`config.mk`:
```
export PLATFORM = sky130hd
export DESIGN_NAME = i2c_master_bit_sequencer
export DESIGN_NICKNAME = d
export VERILOG_FILES = /design/src/design/i2cmbs_pkg.sv /design/src/design/i2c_master_bit_sequencer.sv /design/src/design/i2cmbs_step.sv
export SDC_FILE = /design/constraint.sdc
export NUM_CORES = 1
export LEC_CHECK = 0
export ABC_AREA = 0
export BUFFER_PORTS_ARGS = -buffer_cell sky130_fd_sc_hd__buf_4
export CAP_MARGIN = 0
export CORE_UTILIZATION = 35
export CTS_CLUSTER_DIAMETER = 60
export DETAILED_ROUTE_END_ITERATION = 16
export HOLD_SLACK_MARGIN = 0.15
export PLACE_DENSITY = 0.53
export SLEW_MARGIN = 25
export SYNTH_ARGS = -nofsm -noshare
export SYNTH_HDL_FRONTEND = slang
export SYNTH_SLANG_ARGS = --single-unit
```
`constraint.sdc`:
```
create_clock -name clock -period 3.3 [get_ports clock]
set_clock_uncertainty 0.2 [all_clocks]
set_input_delay 0.165 -clock clock [delete_from_list [all_inputs] [get_ports clock]]
set_output_delay 0.165 -clock clock [all_outputs]
set_load 0.02 [all_outputs]
```
`src/design/i2cmbs_pkg.sv`:
```
// ----------------------------------------------------------------------------
// I2C master bit sequencer package
// Command codes, sequencer state, result word and phase constants.
// ----------------------------------------------------------------------------
package i2cmbs_pkg;

   typedef enum logic [2:0] {
      OP_TICK  = 3'd0,
      OP_START = 3'd1,
      OP_STOP  = 3'd2,
      OP_WRITE = 3'd3,
      OP_READ  = 3'd4,
      OP_ACK   = 3'd5,
      OP_NACK  = 3'd6,
      OP_CHECK = 3'd7
   } op_type;

   localparam logic [15:0] PHASE_TICKS_RESET = 16'd10;
   localparam logic [4:0]  BYTE_PHASES       = 5'd16;

   typedef struct packed {
      op_type      cmd;
      logic [4:0]  phase;
      logic [15:0] tick;
      logic [7:0]  shift;
      logic [7:0]  received;
      logic        scl;
      logic        sda;
      logic        ack;
   } state_type;

   typedef struct packed {
      logic       scl_level;
      logic       sda_level;
      logic       busy_res;
      logic       cmd_done;
      logic [7:0] rx_byte;
      logic       ack_ok;
      logic       cmd_error;
   } result_type;

endpackage

```
`src/design/i2c_master_bit_sequencer.sv`:
```
// ----------------------------------------------------------------------------
// I2C master bit sequencer
// Drives SCL and SDA phase by phase for start, stop, byte and ack commands.
//
// Usage:
//   req_* carries one word: an op (tick or command), a byte to send and the
//   sensed SDA level. Each accepted word gives exactly one rsp_* word with the
//   pin drives, busy, done, received byte, ack result and error flag.
//   A command sets its first phase at once; each phase then lasts phase_ticks
//   tick words (zero counts as one). A command while busy is flagged.
//   csr_wr_en / csr_wr_data write phase_ticks; write only while idle.
// Timing:
//   From acceptance to rsp_valid a word passes an input register, then the
//   sequencer update into the state and result registers. One word per cycle
//   sustained while rsp_stall is low; the state update is one pass per word.
// Reset:
//   Synchronous. Both pipeline stages empty, sequencer idle, both lines
//   released, phase_ticks back to 10.
// Stall:
//   A result held under rsp_stall freezes the update stage; an empty input
//   register still takes one more word, then req_stall rises.
// ----------------------------------------------------------------------------
module i2c_master_bit_sequencer (
   input  logic        clock,
   input  logic        reset,
   input  logic        req_valid,
   output logic        req_stall,
   input  logic [2:0]  req_op,
   input  logic [7:0]  req_tx_byte,
   input  logic        req_sda_in,
   output logic        rsp_valid,
   input  logic        rsp_stall,
   output logic        rsp_scl_level,
   output logic        rsp_sda_level,
   output logic        rsp_busy_res,
   output logic        rsp_cmd_done,
   output logic [7:0]  rsp_rx_byte,
   output logic        rsp_ack_ok,
   output logic        rsp_cmd_error,
   input  logic        csr_wr_en,
   input  logic [15:0] csr_wr_data
);

   logic                   in_valid_ff;
   logic [2:0]             in_op_ff;
   logic [7:0]             in_tx_ff;
   logic                   in_sda_ff;
   logic [15:0]            phase_ticks_ff;
   i2cmbs_pkg::state_type  state_ff;
   i2cmbs_pkg::state_type  state_in;
   i2cmbs_pkg::result_type res_in;
   i2cmbs_pkg::result_type res_ff;
   logic                   rsp_valid_ff;
   logic                   advance;
   logic                   take;

   assign advance   = !rsp_valid_ff || !rsp_stall;
   assign req_stall = in_valid_ff && !advance;
   assign take      = req_valid && !req_stall;

   i2cmbs_step u_step (
      .cur         (state_ff),
      .op          (i2cmbs_pkg::op_type'(in_op_ff)),
      .tx_byte     (in_tx_ff),
      .sda_in      (in_sda_ff),
      .phase_ticks (phase_ticks_ff),
      .nxt         (state_in),
      .res         (res_in)
   );

   always_ff @(posedge clock) begin
      if (reset) begin
         phase_ticks_ff <= i2cmbs_pkg::PHASE_TICKS_RESET;
      end else if (csr_wr_en) begin
         phase_ticks_ff <= csr_wr_data;
      end
   end

   always_ff @(posedge clock) begin
      if (reset) begin
         in_valid_ff <= 1'b0;
      end else if (!in_valid_ff || advance) begin
         in_valid_ff <= req_valid;
      end
      if (take) begin
         in_op_ff <= req_op;
         in_tx_ff <= req_tx_byte;
         in_sda_ff <= req_sda_in;
      end
   end

   always_ff @(posedge clock) begin
      if (reset) begin
         state_ff.cmd      <= i2cmbs_pkg::OP_TICK;
         state_ff.phase    <= 5'd0;
         state_ff.tick     <= 16'd0;
         state_ff.shift    <= 8'd0;
         state_ff.received <= 8'd0;
         state_ff.scl      <= 1'b1;
         state_ff.sda      <= 1'b1;
         state_ff.ack      <= 1'b0;
         rsp_valid_ff      <= 1'b0;
      end else if (advance) begin
         rsp_valid_ff <= in_valid_ff;
         if (in_valid_ff) begin
            state_ff <= state_in;
         end
      end
   end

   always_ff @(posedge clock) begin
      if (advance && in_valid_ff) begin
         res_ff <= res_in;
      end
   end

   assign rsp_valid     = rsp_valid_ff;
   assign rsp_scl_level = res_ff.scl_level;
   assign rsp_sda_level = res_ff.sda_level;
   assign rsp_busy_res  = res_ff.busy_res;
   assign rsp_cmd_done  = res_ff.cmd_done;
   assign rsp_rx_byte   = res_ff.rx_byte;
   assign rsp_ack_ok    = res_ff.ack_ok;
   assign rsp_cmd_error = res_ff.cmd_error;

`ifndef SYNTHESIS
   a_done_idle: assert property (@(posedge clock) disable iff (reset)
      rsp_valid && rsp_cmd_done |-> !rsp_busy_res)
      else $error("command done while still busy");

   a_err_busy: assert property (@(posedge clock) disable iff (reset)
      rsp_valid && rsp_cmd_error |-> rsp_busy_res && !rsp_cmd_done)
      else $error("error word not busy or also done");

   a_stall_cause: assert property (@(posedge clock) disable iff (reset)
      req_stall |-> rsp_valid && rsp_stall && in_valid_ff)
      else $error("input stalled without a held result");

   a_busy_state: assert property (@(posedge clock) disable iff (reset)
      rsp_valid && !rsp_busy_res |-> state_ff.phase == 5'd0)
      else $error("phase index left nonzero when idle");
`endif

endmodule

```
`src/design/i2cmbs_step.sv`:
```
// ----------------------------------------------------------------------------
// I2C master bit sequencer step
// Next-state and result logic for one word: command launch, tick counting,
// phase advance, sampling and pin settings.
// ----------------------------------------------------------------------------
module i2cmbs_step (
   input  i2cmbs_pkg::state_type  cur,
   input  i2cmbs_pkg::op_type     op,
   input  logic [7:0]             tx_byte,
   input  logic                   sda_in,
   input  logic [15:0]            phase_ticks,
   output i2cmbs_pkg::state_type  nxt,
   output i2cmbs_pkg::result_type res
);

   function automatic logic [4:0] phase_total(i2cmbs_pkg::op_type c);
      case (c)
         i2cmbs_pkg::OP_START: phase_total = 5'd3;
         i2cmbs_pkg::OP_STOP:  phase_total = 5'd3;
         i2cmbs_pkg::OP_WRITE: phase_total = 5'd17;
         i2cmbs_pkg::OP_READ:  phase_total = 5'd17;
         i2cmbs_pkg::OP_ACK:   phase_total = 5'd2;
         i2cmbs_pkg::OP_NACK:  phase_total = 5'd2;
         i2cmbs_pkg::OP_CHECK: phase_total = 5'd1;
         default:              phase_total = 5'd0;
      endcase
   endfunction

   // pins for phase p; returns {scl, sda}
   function automatic logic [1:0] phase_pins(i2cmbs_pkg::op_type c, logic [4:0] p,
                                             logic [7:0] sh, logic scl, logic sda);
      logic s_c;
      logic s_d;
      s_c = scl;
      s_d = sda;
      case (c)
         i2cmbs_pkg::OP_START: begin
            if (p == 5'd0) begin
               s_d = 1'b1;
               s_c = 1'b1;
            end else if (p == 5'd1) begin
               s_d = 1'b0;
            end else begin
               s_c = 1'b0;
            end
         end
         i2cmbs_pkg::OP_STOP: begin
            if (p == 5'd0) begin
               s_d = 1'b0;
               s_c = 1'b1;
            end else if (p == 5'd1) begin
               s_d = 1'b1;
            end else begin
               s_c = 1'b0;
            end
         end
         i2cmbs_pkg::OP_WRITE: begin
            if (p >= i2cmbs_pkg::BYTE_PHASES) begin
               s_d = 1'b1;
               s_c = 1'b0;
            end else if (!p[0]) begin
               s_d = sh[7];
               s_c = 1'b1;
            end else begin
               s_c = 1'b0;
            end
         end
         i2cmbs_pkg::OP_READ: begin
            s_c = p[0];
         end
         i2cmbs_pkg::OP_ACK: begin
            if (p == 5'd0) begin
               s_d = 1'b0;
               s_c = 1'b1;
            end else begin
               s_c = 1'b0;
               s_d = 1'b1;
            end
         end
         i2cmbs_pkg::OP_NACK: begin
            if (p == 5'd0) begin
               s_d = 1'b1;
               s_c = 1'b1;
            end else begin
               s_c = 1'b0;
            end
         end
         i2cmbs_pkg::OP_CHECK: begin
            s_d = 1'b1;
            s_c = 1'b1;
         end
         default: begin
         end
      endcase
      phase_pins = {s_c, s_d};
   endfunction

   logic [15:0] pt_eff;
   logic [16:0] tick_inc;
   logic [4:0]  phase_inc;
   logic [7:0]  shift_end;
   logic [1:0]  pins;
   logic        err;
   logic        done;

   assign pt_eff    = (phase_ticks == 16'd0) ? 16'd1 : phase_ticks;
   assign tick_inc  = {1'b0, cur.tick} + 17'd1;
   assign phase_inc = cur.phase + 5'd1;

   always_comb begin
      shift_end = cur.shift;
      if (cur.cmd == i2cmbs_pkg::OP_WRITE && cur.phase < i2cmbs_pkg::BYTE_PHASES
          && cur.phase[0]) begin
         shift_end = {cur.shift[6:0], 1'b0};
      end else if (cur.cmd == i2cmbs_pkg::OP_READ && cur.phase[0]) begin
         shift_end = {cur.shift[6:0], sda_in};
      end
   end

   always_comb begin
      nxt  = cur;
      err  = 1'b0;
      done = 1'b0;
      pins = 2'b00;
      if (op != i2cmbs_pkg::OP_TICK) begin
         if (cur.cmd != i2cmbs_pkg::OP_TICK) begin
            err = 1'b1;
         end else begin
            nxt.cmd   = op;
            nxt.phase = 5'd0;
            nxt.tick  = 16'd0;
            if (op == i2cmbs_pkg::OP_WRITE) begin
               nxt.shift = tx_byte;
            end
            if (op == i2cmbs_pkg::OP_READ) begin
               nxt.shift = 8'd0;
            end
            pins    = phase_pins(op, 5'd0, nxt.shift, cur.scl, cur.sda);
            nxt.scl = pins[1];
            nxt.sda = pins[0];
         end
      end else if (cur.cmd != i2cmbs_pkg::OP_TICK) begin
         if (tick_inc >= {1'b0, pt_eff}) begin
            nxt.tick  = 16'd0;
            nxt.shift = shift_end;
            if (cur.cmd == i2cmbs_pkg::OP_CHECK) begin
               nxt.ack = ~sda_in;
            end
            if (phase_inc >= phase_total(cur.cmd)) begin
               if (cur.cmd == i2cmbs_pkg::OP_CHECK) begin
                  nxt.scl = 1'b0;
               end
               if (cur.cmd == i2cmbs_pkg::OP_READ) begin
                  nxt.received = shift_end;
               end
               nxt.cmd   = i2cmbs_pkg::OP_TICK;
               nxt.phase = 5'd0;
               done      = 1'b1;
            end else begin
               nxt.phase = phase_inc;
               pins      = phase_pins(cur.cmd, phase_inc, shift_end, cur.scl, cur.sda);
               nxt.scl   = pins[1];
               nxt.sda   = pins[0];
            end
         end else begin
            nxt.tick = tick_inc[15:0];
         end
      end
   end

   always_comb begin
      res.scl_level = nxt.scl;
      res.sda_level = nxt.sda;
      res.busy_res  = (nxt.cmd != i2cmbs_pkg::OP_TICK);
      res.cmd_done  = done;
      res.rx_byte   = nxt.received;
      res.ack_ok    = nxt.ack;
      res.cmd_error = err;
   end

endmodule

```
==> flow_summary.ini <==
[routing]
routed_wl_um = 14100
via_per_inst = 5.32
vias = 4654
drc = 0
wl_per_cell_um = 16.1
dr.pass1.iters = 5
ant_nets = 0
drt_iter0_markers = 275

[logic_synthesis]
yosys_warnings = 0
seq_area_frac_synth_pct = 40.3
synth.avg_cell_area_um2 = 9.22
synth_compound_gate_area_share_pct = 21.3
synthMuxAreaShare_pct = 6.22
synth_fa_ha_area_share_pct = 6.04
synth_top_family_by_area = compound AO/OA/AOI/OAI gates
async_flop_share_pct = 0
yosysTopAreaCellShare_pct = 24.6
ys_types = 75
synth-xor-area-share_pct = 2.64
ys_top_cells_by_count = 61 x dfxtp_1, 60 x nor2_1, 41 x nand2_1
postSynthCellCount = 539
synth_nets = 596
synth_area_um2 = 4970
ys_ff_latch = 87
synth.area.top_cells = dfxtp_1 25%, edfxtp_1 16%, ha_1 6.0%
yosysMostFrequentCell = dfxtp_1
synth_edf_count = 26
synth_area_leader_cell = dfxtp_1
yosys.area_share.simple_pct = 18.5
synth_ff_type = dfxtp_1

[floorplanning]
die_h_um = 121
fp.dieW_um = 121
num_io_pins = 49
die_area_um2 = 14700
rows = 43
start_util_pct = 35.8
fp.coreArea_um2 = 13900

[pwr]
intPower_mw = 1.93
leakage_nw = 2.93
p_per_area_nw_per_um2 = 362
ir_drop_mv = 0.232
p_clk_share_pct = 41.2
p_switching_mw = 0.680
p_comb_share_pct = 14.1
p_total_mw = 2.61
swShare_pct = 26.0
seqPwrFrac_pct = 44.6

[clock_tree]
numCtsBuffers = 9
clkSlewWorstSetupHoldPaths_ns = 0.07
clock_sinks = 87
clk_latency_ns = 0.35
htree_levels = 3
cts_tree = done
cts_root_buf = clkbuf_16
cts_buffer_depth = 2

[run_status]
status = finished, violations left
violations = setup timing

[worst_setup_path]
cpMostUsedCell = and3_4
crit_path_top_delay_cell = o31a_4
cp_num_buf_inv = 2
endpoint_kind = register
startpoint_type = register
arrival_ns = 3.54
cp_top_family = compound AO/OA/AOI/OAI gates
max_stage_delay_ns = 0.39
crit_fanout = 5
critical_path_required_ns = 3.20
cp_cell_sequence = ha_4, and3_4, and3_4, buf_6, nand3_4, xnor2_2, ha_1, nand4_1, nor3_2, o31a_1, o31a_4, buf_4, o2111ai_4, mux2_4
worstSetupPathType = reg2reg

[hold_path]
hold_class = reg2reg

[global_routing]
antenna_found_initial = 0
track_usage_pct = 19.8
grt_pass1_wl_um = 22800
grt_max_degree = 61
grt_remaining_overflow = 0
grt_pass1_vias = 4555

[timing]
clock.fmax_mhz = 275
timing.hold.ws_ns = 0.306
drv_slew = 0
post-route-worst-setup-slack_ns = -0.343
rsz0062_at_grt = yes
hold_violations = 0
max_slew_margin_pct = 51.6
tightest_slew_ns = 0.726
setup_viol = 54
timing.final.crit_share_pct = 110
fin_crit_ns = 3.64

[place]
dpl.hpwl_um = 9440
portBuffers = 48
dp.cells = 794
place_congestion = 0.834

[finish]
drive_gt1_share_pct = 33.4
syn2layout_area_growth_pct = 45.3
fin_cells = 875
final_nets = 747
diodes = 0

[job]
cap_viol_max_count = 0
cell type report:
cell class / count / area, µm²
fillers: 1291 / 6660
multi-input cells: 393 / 3110
clock inverters: 6 / 73.8
inverters: 28 / 105
flip-flops and latches: 87 / 2010
repair buffers: 171 / 1470
clock buffers: 10 / 239
well taps: 180 / 225
per-stage QoR:
stage | setup slack (ns) | TNS [ns] | cell area [µm²] | utilization (%)
2_1_floorplan | -0.216 | -3.65 | 5070 | -
3_3_place_gp | -0.206 | -6.65 | 5950 | 42.8
3_5_place_dp | -0.317 | -9.93 | 5950 | 42.8
4_1_cts | -0.215 | -6.03 | 7020 | 50.6
5_1_grt | -0.410 | -17.18 | 7220 | 52.0
6_report | -0.343 | -11.19 | 7220 | 52.0
layout by cell type (no fill, tap or decap), drive strengths merged, types with 17 or more instances in the layout:
cell / n
dfxtp: 61
dlygate4sd3: 51
edfxtp: 26
o21ai: 26
inv: 30
a21oi: 17
nand2: 41
nor3: 19
nor2: 60
buf: 120
nand3: 17
ha: 24
mux2i: 23
worst paths after layout:
path	cells past startpoint	slack, ns	to	startpoint
max reg2reg	14	-0.34	rsp_rx_byte[0]$_DFFE_PP_	state_ff[19]$_SDFFE_PP0P_
min	2	0.31	rsp_valid$_SDFFE_PP0P_	in_valid_ff$_SDFFE_PP0N_
max	14	-0.34	rsp_rx_byte[0]$_DFFE_PP_	state_ff[19]$_SDFFE_PP0P_
min reg2reg	2	0.31	rsp_valid$_SDFFE_PP0P_	in_valid_ff$_SDFFE_PP0N_
layer usage:
layer,vias up,global-route usage (%),share of wire [%]
met5,-,0,0
met4,0,6.33,1.4
met3,17,4.04,4.6
met2,116,31.5,46
met1,2225,26.8,48
li1,2296,-,-
flip-flops by register name (all words and copies together) (netlist names):
signal and cells:
rsp_ack_ok 1, rsp_valid 1, rsp_cmd_done 1, in_tx_ff 8, rsp_sda_level 1, in_op_ff 3, rsp_rx_byte 8, in_valid_ff 1
rsp_scl_level 1, in_sda_ff 1, phase_ticks_ff 16, rsp_cmd_error 1, state_ff 43, rsp_busy_res 1
cell families after synthesis:
group / count (synthesis)
and+or+nand+nor: 190
xor gates and xnor gates: 15
DFF: 87
muxes: 30
AOI/OAI and AO/OA: 133
buffers and inverters: 60
adders and majority gates: 24
tightest hold or removal path, delay by kind of cell (launching register included):
| kind | cells | cell delay, ns |
|---|---|---|
| and+or+nand+nor | 1 | 0.07 |
| DFF | 1 | 0.35 |
| AOI/OAI and AO/OA | 1 | 0.05 |
power by group through the flow:
stage | clock, mW | combinational (mW) | sequential (mW)
2_1_floorplan | 0 | 0.172 | 1.19
3_3_place_gp | 0 | 0.284 | 1.19
3_5_place_dp | 0 | 0.287 | 1.19
4_1_cts | 1.10 | 0.352 | 1.17
5_1_grt | 1.15 | 0.401 | 1.17
6_report | 1.08 | 0.369 | 1.17
what timing repair did:
item                                    in CTS  in global routing
cloned                                       1                  0
gates resized for setup                     52                 32
hold buffers                                51                  0
buffers inserted                             8                  9
hold endpoints to repair                    32                  0
endpoints found under the setup margin      56                 56
pin swaps                                   29                 26
No activity file was read; power rests on OpenSTA's default activity.
